==> src/hdl/lkvc_pkg.sv <==
package lkvc_pkg;

  // Default slot count and fixed field widths
  localparam int unsigned EntriesDefault = 16;
  localparam int unsigned CapacityW      = 5;
  localparam int unsigned DataW          = 32;

  // Capacity after reset
  localparam logic [CapacityW-1:0] CapacityReset = CapacityW'(16);

  // Request kinds
  localparam logic ReqGet = 1'b0;
  localparam logic ReqPut = 1'b1;

  // Read value returned on a get miss and on every put
  localparam logic signed [DataW-1:0] MissValue = '1;
  localparam logic signed [DataW-1:0] PutValue  = '0;

  typedef struct packed {
    logic                    req_type;
    logic signed [DataW-1:0] key;
    logic signed [DataW-1:0] value;
  } req_t;

  typedef struct packed {
    logic                    hit;
    logic signed [DataW-1:0] read_value;
  } rsp_t;

endpackage

==> src/hdl/lkvc_table.sv <==
module lkvc_table #(
  parameter int unsigned ENTRIES = lkvc_pkg::EntriesDefault
) (
  input  logic                           clk_i,
  input  logic                           rst_ni,
  input  logic                           accept_i,
  input  lkvc_pkg::req_t                 req_i,
  input  logic [lkvc_pkg::CapacityW-1:0] capacity_i,
  output lkvc_pkg::rsp_t                 rsp_o
);
  import lkvc_pkg::*;

  localparam int unsigned RW = (ENTRIES > 1) ? $clog2(ENTRIES) : 1;
  localparam int unsigned UW = $clog2(ENTRIES + 1);

  // Slot storage: keys and values hold no reset, a slot is read only while valid
  logic signed [DataW-1:0] key_q   [ENTRIES];
  logic signed [DataW-1:0] value_q [ENTRIES];
  logic [ENTRIES-1:0]      valid_q;
  logic [RW-1:0]           rank_q  [ENTRIES];
  logic [UW-1:0]           used_q;

  logic [ENTRIES-1:0]      match;
  logic [ENTRIES-1:0]      victim;
  logic [ENTRIES-1:0]      valid_ev;
  logic [ENTRIES-1:0]      free_slot;
  logic                    hit;
  logic [RW-1:0]           hit_rank;
  logic signed [DataW-1:0] hit_value;
  logic [UW-1:0]           cap_eff;
  logic [RW-1:0]           oldest_rank;
  logic                    is_put;
  logic                    evict;
  logic                    insert;
  logic                    found;

  // Clamp capacity into 1 .. ENTRIES
  always_comb begin
    if (capacity_i == '0) begin
      cap_eff = UW'(1);
    end else if (32'(capacity_i) > 32'(ENTRIES)) begin
      cap_eff = UW'(ENTRIES);
    end else begin
      cap_eff = UW'(capacity_i);
    end
  end

  // Compare the key against every slot; valid keys are distinct
  always_comb begin
    hit_rank  = '0;
    hit_value = '0;
    for (int i = 0; i < ENTRIES; i++) begin
      match[i] = valid_q[i] && (key_q[i] == req_i.key);
      if (match[i]) begin
        hit_rank  = hit_rank | rank_q[i];
        hit_value = hit_value | value_q[i];
      end
    end
    hit = |match;
  end

  // Pick the oldest slot, which holds rank used_count-1, and the lowest free slot
  assign is_put      = (req_i.req_type == ReqPut);
  assign oldest_rank = RW'(used_q - UW'(1));
  assign evict       = is_put && !hit && (used_q >= cap_eff);
  assign insert      = is_put && !hit;

  always_comb begin
    found = 1'b0;
    for (int i = 0; i < ENTRIES; i++) begin
      victim[i]    = valid_q[i] && (rank_q[i] == oldest_rank);
      valid_ev[i]  = valid_q[i] && !(evict && victim[i]);
      free_slot[i] = 1'b0;
      if (!valid_ev[i] && !found) begin
        free_slot[i] = 1'b1;
        found        = 1'b1;
      end
    end
  end

  // Update valid bits, recency ranks and fill count
  always_ff @(posedge clk_i or negedge rst_ni) begin
    if (!rst_ni) begin
      valid_q <= '0;
      used_q  <= '0;
      for (int i = 0; i < ENTRIES; i++) begin
        rank_q[i] <= '0;
      end
    end else if (accept_i) begin
      if (hit) begin
        for (int i = 0; i < ENTRIES; i++) begin
          if (match[i]) begin
            rank_q[i] <= '0;
          end else if (valid_q[i] && (rank_q[i] < hit_rank)) begin
            rank_q[i] <= rank_q[i] + RW'(1);
          end
        end
      end else if (insert) begin
        for (int i = 0; i < ENTRIES; i++) begin
          if (free_slot[i]) begin
            valid_q[i] <= 1'b1;
            rank_q[i]  <= '0;
          end else if (valid_ev[i]) begin
            rank_q[i] <= rank_q[i] + RW'(1);
          end else begin
            valid_q[i] <= 1'b0;
          end
        end
        if (!evict) begin
          used_q <= used_q + UW'(1);
        end
      end
    end
  end

  // Write key and value on insert, value on put hit
  always_ff @(posedge clk_i) begin
    if (accept_i && is_put) begin
      for (int i = 0; i < ENTRIES; i++) begin
        if (hit ? match[i] : free_slot[i]) begin
          key_q[i]   <= req_i.key;
          value_q[i] <= req_i.value;
        end
      end
    end
  end

  // Form the result of this transaction
  always_comb begin
    rsp_o.hit = hit;
    if (is_put) begin
      rsp_o.read_value = PutValue;
    end else if (hit) begin
      rsp_o.read_value = hit_value;
    end else begin
      rsp_o.read_value = MissValue;
    end
  end

endmodule

==> src/hdl/lru_key_value_cache_unit.sv <==
// Fully associative key/value cache of ENTRIES slots with least-recently-used
// replacement. Each request (get or put) is handled as a whole on acceptance:
// all slot keys are compared in parallel and all recency ranks are updated
// together, so one transaction is accepted every clock unless a held result
// stalls the output register, and its result appears in that register on the
// next cycle. A put that misses while the fill count has reached the capacity
// evicts the least recent pair first. The user must write capacity through
// cfg_we_i/cfg_wdata_i only while idle; the block does not enforce it. Zero
// acts as one, values above ENTRIES act as ENTRIES. Reset empties the cache.
module lru_key_value_cache_unit #(
  parameter int unsigned ENTRIES = lkvc_pkg::EntriesDefault
) (
  input  logic                           clk_i,
  input  logic                           rst_ni,
  input  logic                           req_valid_i,
  output logic                           req_ready_o,
  input  lkvc_pkg::req_t                 req_i,
  output logic                           rsp_valid_o,
  input  logic                           rsp_ready_i,
  output lkvc_pkg::rsp_t                 rsp_o,
  input  logic                           cfg_we_i,
  input  logic [lkvc_pkg::CapacityW-1:0] cfg_wdata_i
);
  import lkvc_pkg::*;

  logic [CapacityW-1:0] capacity_q;
  logic                 rsp_valid_q;
  rsp_t                 rsp_q;
  rsp_t                 rsp_d;
  logic                 accept;

  // Take a new transaction while the output register is empty or draining
  assign req_ready_o = !rsp_valid_q || rsp_ready_i;
  assign accept      = req_valid_i && req_ready_o;

  // Hold the capacity register
  always_ff @(posedge clk_i or negedge rst_ni) begin
    if (!rst_ni) begin
      capacity_q <= CapacityReset;
    end else if (cfg_we_i) begin
      capacity_q <= cfg_wdata_i;
    end
  end

  lkvc_table #(
    .ENTRIES (ENTRIES)
  ) u_table (
    .clk_i      (clk_i),
    .rst_ni     (rst_ni),
    .accept_i   (accept),
    .req_i      (req_i),
    .capacity_i (capacity_q),
    .rsp_o      (rsp_d)
  );

  // Track output occupancy
  always_ff @(posedge clk_i or negedge rst_ni) begin
    if (!rst_ni) begin
      rsp_valid_q <= 1'b0;
    end else if (accept) begin
      rsp_valid_q <= 1'b1;
    end else if (rsp_ready_i) begin
      rsp_valid_q <= 1'b0;
    end
  end

  // Capture the result payload
  always_ff @(posedge clk_i) begin
    if (accept) begin
      rsp_q <= rsp_d;
    end
  end

  assign rsp_valid_o = rsp_valid_q;
  assign rsp_o       = rsp_q;

endmodule

==> config.mk <==
export PLATFORM = sky130hd
export DESIGN_NAME = lru_key_value_cache_unit
export DESIGN_NICKNAME = d
export VERILOG_FILES = /design/src/hdl/lkvc_pkg.sv /design/src/hdl/lkvc_table.sv /design/src/hdl/lru_key_value_cache_unit.sv
export SDC_FILE = /design/constraint.sdc
export NUM_CORES = 2
export LEC_CHECK = 0
export BUFFER_PORTS_ARGS = -buffer_cell sky130_fd_sc_hd__buf_2
export CORE_UTILIZATION = 60
export CTS_BUF_LIST = sky130_fd_sc_hd__clkbuf_8
export DETAILED_ROUTE_END_ITERATION = 6
export PLACE_DENSITY_LB_ADDON = 0.3
export SLEW_MARGIN = 0
export SYNTH_ARGS = -nofsm -noshare
export SYNTH_HDL_FRONTEND = slang
export SYNTH_SLANG_ARGS = --single-unit
export TNS_END_PERCENT = 30
==> constraint.sdc <==
create_clock -name clk_i -period 10.75 [get_ports clk_i]
set_input_delay 0.5375 -clock clk_i [delete_from_list [all_inputs] [get_ports clk_i]]
set_output_delay 0.5375 -clock clk_i [all_outputs]
set_load 0.03 [all_outputs]
==> impl_metrics.yaml <==
outcome:
  status: "finished, violations left"
  violations: "DRC"
clock_network:
  root_buffer: "clkbuf_8"
  cts.repair.resized: 0
  h-tree-depth: 4
  cts_made_buffers: 177
  clkTransAtPathRegs_ns: 0.07
  insertion_delay_ns: 0.87
  numClockSinks: 1148
  cts_tree: "done"
  cts_buffer_depth: 3
finish:
  fin_cells: 5074
  layout_common_cells: "edfxtp_1 (1057), xnor2_1 (264), xor2_1 (260), a22oi_1 (179), clkbuf_8 (178)"
  drive_gt1_frac: 0.128
  final_common_cell: "edfxtp_1"
  syn_to_final_growth_pct: 11.0
  final_area_sq_mm: 0.0564
  nNetsFinal: 3955
  fin_util: 0.673
place:
  dp_hpwl_mm: 81.6
  place_ws_ns: 4.54
  io_buffers: 109
  place_inst: 4732
  place_area_sq_mm: 0.0529
  gp_congestion: 0.987
grt:
  grt_max_degree: 77
  grt_pass1_wl_mm: 206
  antenna_found_initial: 8
  grtUsageTotal: 0.329
  grt_overflow: 0
  grt_pass1_vias: 32757
setup_path:
  cp-endpoint: "u_table.value_q[0][170]"
  start_kind: "register"
  cp_max_fo: 33
  worst-setup-path-type: "register to register"
  arrival_ns: 6.44
  crit_path_start: "u_table.used_q[0]"
  cp_data_required_time_ns: 11.22
  regToRegEndpoint: "u_table.value_q[0][170]"
  r2r_slack_ns: 4.79
  worstSetupEndpointType: "register"
  max_stage_delay_ns: 1.08
  r2r_start: "u_table.used_q[0]"
  crit_chain: "buf_4 > inv_1 > ha_1 > xnor2_1 > nor2_1 > a32oi_1 > nand2_1 > a311oi_1 > inv_1 > a311oi_4 > a21oi_1 > nor2_4 > buf_4"
  reg2reg_depth: 13
  slowest_stage: "ha_1"
drt:
  dr_total_vias: 33664
  routed_via_density: 6.63
  wl_per_cell_um: 27.9
  antenna_left: 0
  drc: 3
  dr.pass1.iters: 7
  drt_wl_total_mm: 141
  drt_iter0_markers: 5229
yosys:
  synth_cell_type_count: 95
  synth_top_flop_cell: "edfxtp_1"
  netlist_area_sq_mm: 0.0509
  synth_area_per_cell_sq_um: 14.2
  yosysSeqAreaShare: 0.669
  ys_ff_latch: 1148
  syn_inst: 3578
  yosysWarnings: 0
  synth_nets: 3724
  synthArstFlopShare: 0.0793
  synth_edf_count: 1057
sta:
  fmax_ghz: 0.168
  rsz0062_at_grt: "false"
  min_period_over_period: 0.555
  slew_headroom: 0.192
  finalSetupTns_ns: 0
  layout_setup_ws_ns: 4.79
  finalMaxSlewViolations: 0
  hold_viol: 0
  finalCriticalPeriod_ns: 5.96
  finClkSkew_ns: 0.0509
  worstMarginPinSlew_ns: 1.21
  setup_viol: 0
  holdWs_ns: 0.0763
power_and_ir_drop:
  p_clk_frac: 0.315
  seqPwrFrac: 0.516
  p_total_mw: 10.6
  max-vdd-ir-drop_mv: 0.184
  p_per_area_mw_per_mm2: 188
  internal_power_mw: 7.50
  leakage_nw: 19.0
  p_sw_mw: 3.13
  p_sw_frac: 0.295
  combinationalPowerShare: 0.169
die:
  dieArea_sq_mm: 0.0859
  die_h_um: 293
  start_util: 0.607
  io_pins: 110
  core_area_sq_mm: 0.0838
  fp-row-count: 106
  die_w_um: 293
run:
  maxCapViolations: 0
hold_path:
  hold_path_class: "primary input to register"
==> critical path, delay by kind of cell, from the launching register on <==
family | cells | cell delay, ns
compound gates | 4 | 1.43
buf+inv | 4 | 1.41
simple gates | 3 | 1.13
fa+ha+maj | 1 | 1.08
flops | 1 | 0.32
xor+xnor | 1 | 0.20
==> sequential cells by signal, summed over array words and instances (netlist names) <==
name,flops
u_table.key_q,512
u_table.value_q,512
u_table.rank_q,64
rsp_o,33
u_table.valid_q,16
capacity_q,5
u_table.used_q,5
rsp_valid_o,1
==> power by group through the flow <==
stage / sequential [mW] / clock, mW / combinational [mW]
after floorplan: 5.42 / 0 / 1.26
after global placement: 5.54 / 0 / 1.70
after detailed placement: 5.55 / 0 / 1.74
after CTS: 5.46 / 3.39 / 1.76
after global routing: 5.50 / 3.58 / 1.95
final: 5.48 / 3.35 / 1.80
==> per-layer routing <==
metal / vias up / global-route usage / part of all wire
met1: 16525 / 0.458 / 0.39
met5: - / 0 / 0.000092
met3: 377 / 0.0825 / 0.13
met4: 2 / 0.140 / 0.038
met2: 2356 / 0.496 / 0.45
li1: 14404 / - / -
==> synth_stat cells (10+ instances only) <==
master,n,area (sq um)
o21a_1,15,113
a22o_1,15,131
buf_1,10,37.5
or3_1,11,68.8
nor2_1,133,499
a21o_1,12,90.1
xor2_1,260,2280
and4_1,16,140
o21ai_0,80,400
dfrtp_1,90,2250
nor3_1,78,390
o31ai_1,11,82.6
a222oi_1,61,611
nor4_1,114,713
nand2_1,112,420
a21oi_1,23,115
nor4b_1,17,149
o2111ai_1,12,105
buf_2,67,335
clkbuf_1,82,308
or4_1,24,180
inv_1,81,304
and2_1,11,68.8
and3_1,15,93.8
nand3_1,162,811
nand2b_1,118,738
mux2i_1,10,100
edfxtp_1,1057,31700
a22oi_1,179,1340
ha_1,71,888
a31oi_1,49,307
a221oi_1,12,105
xnor2_1,265,2320
nand4_1,126,788
==> layout make-up <==
| cell class | count | area [sq um] |
|---|---|---|
| flip-flops and latches | 1148 | 34000 |
| fillers | 5805 | 27400 |
| multi-input cells | 2179 | 16000 |
| clock buffers | 178 | 2450 |
| repair buffers | 221 | 1470 |
| well taps | 1134 | 1420 |
| clock inverters | 128 | 747 |
| inverters | 82 | 308 |
| diodes | 4 | 10.0 |
==> cell families after synthesis <==
kind of cell / synth area share
compound gates: 0.0832
xor+xnor: 0.0958
fa+ha+maj: 0.0175
buf+inv: 0.0211
flops: 0.669
mux: 0.00396
simple gates: 0.110
==> timing repair <==
action / 4_1_cts / 5_1_grt
buffers inserted: 0 / 0
hold endpoints to repair: 240 / 0
hold buffers: 32 / 0
==> worst min-delay path by stage <==
| stage | from | to | cells after the start |
|---|---|---|---|
| final | req_i[47] | u_table.key_q[0][15] | 1 |
| after global placement | rst_ni | u_table.used_q[4] | 1 |
| after floorplan | rst_ni | capacity_q[0] | 0 |
| after global routing | req_i[47] | u_table.key_q[1][111] | 1 |
| after detailed placement | rst_ni | u_table.used_q[4] | 1 |
| after CTS | req_i[24] | u_table.value_q[0][184] | 1 |
Power figures use the tool's default switching activity.
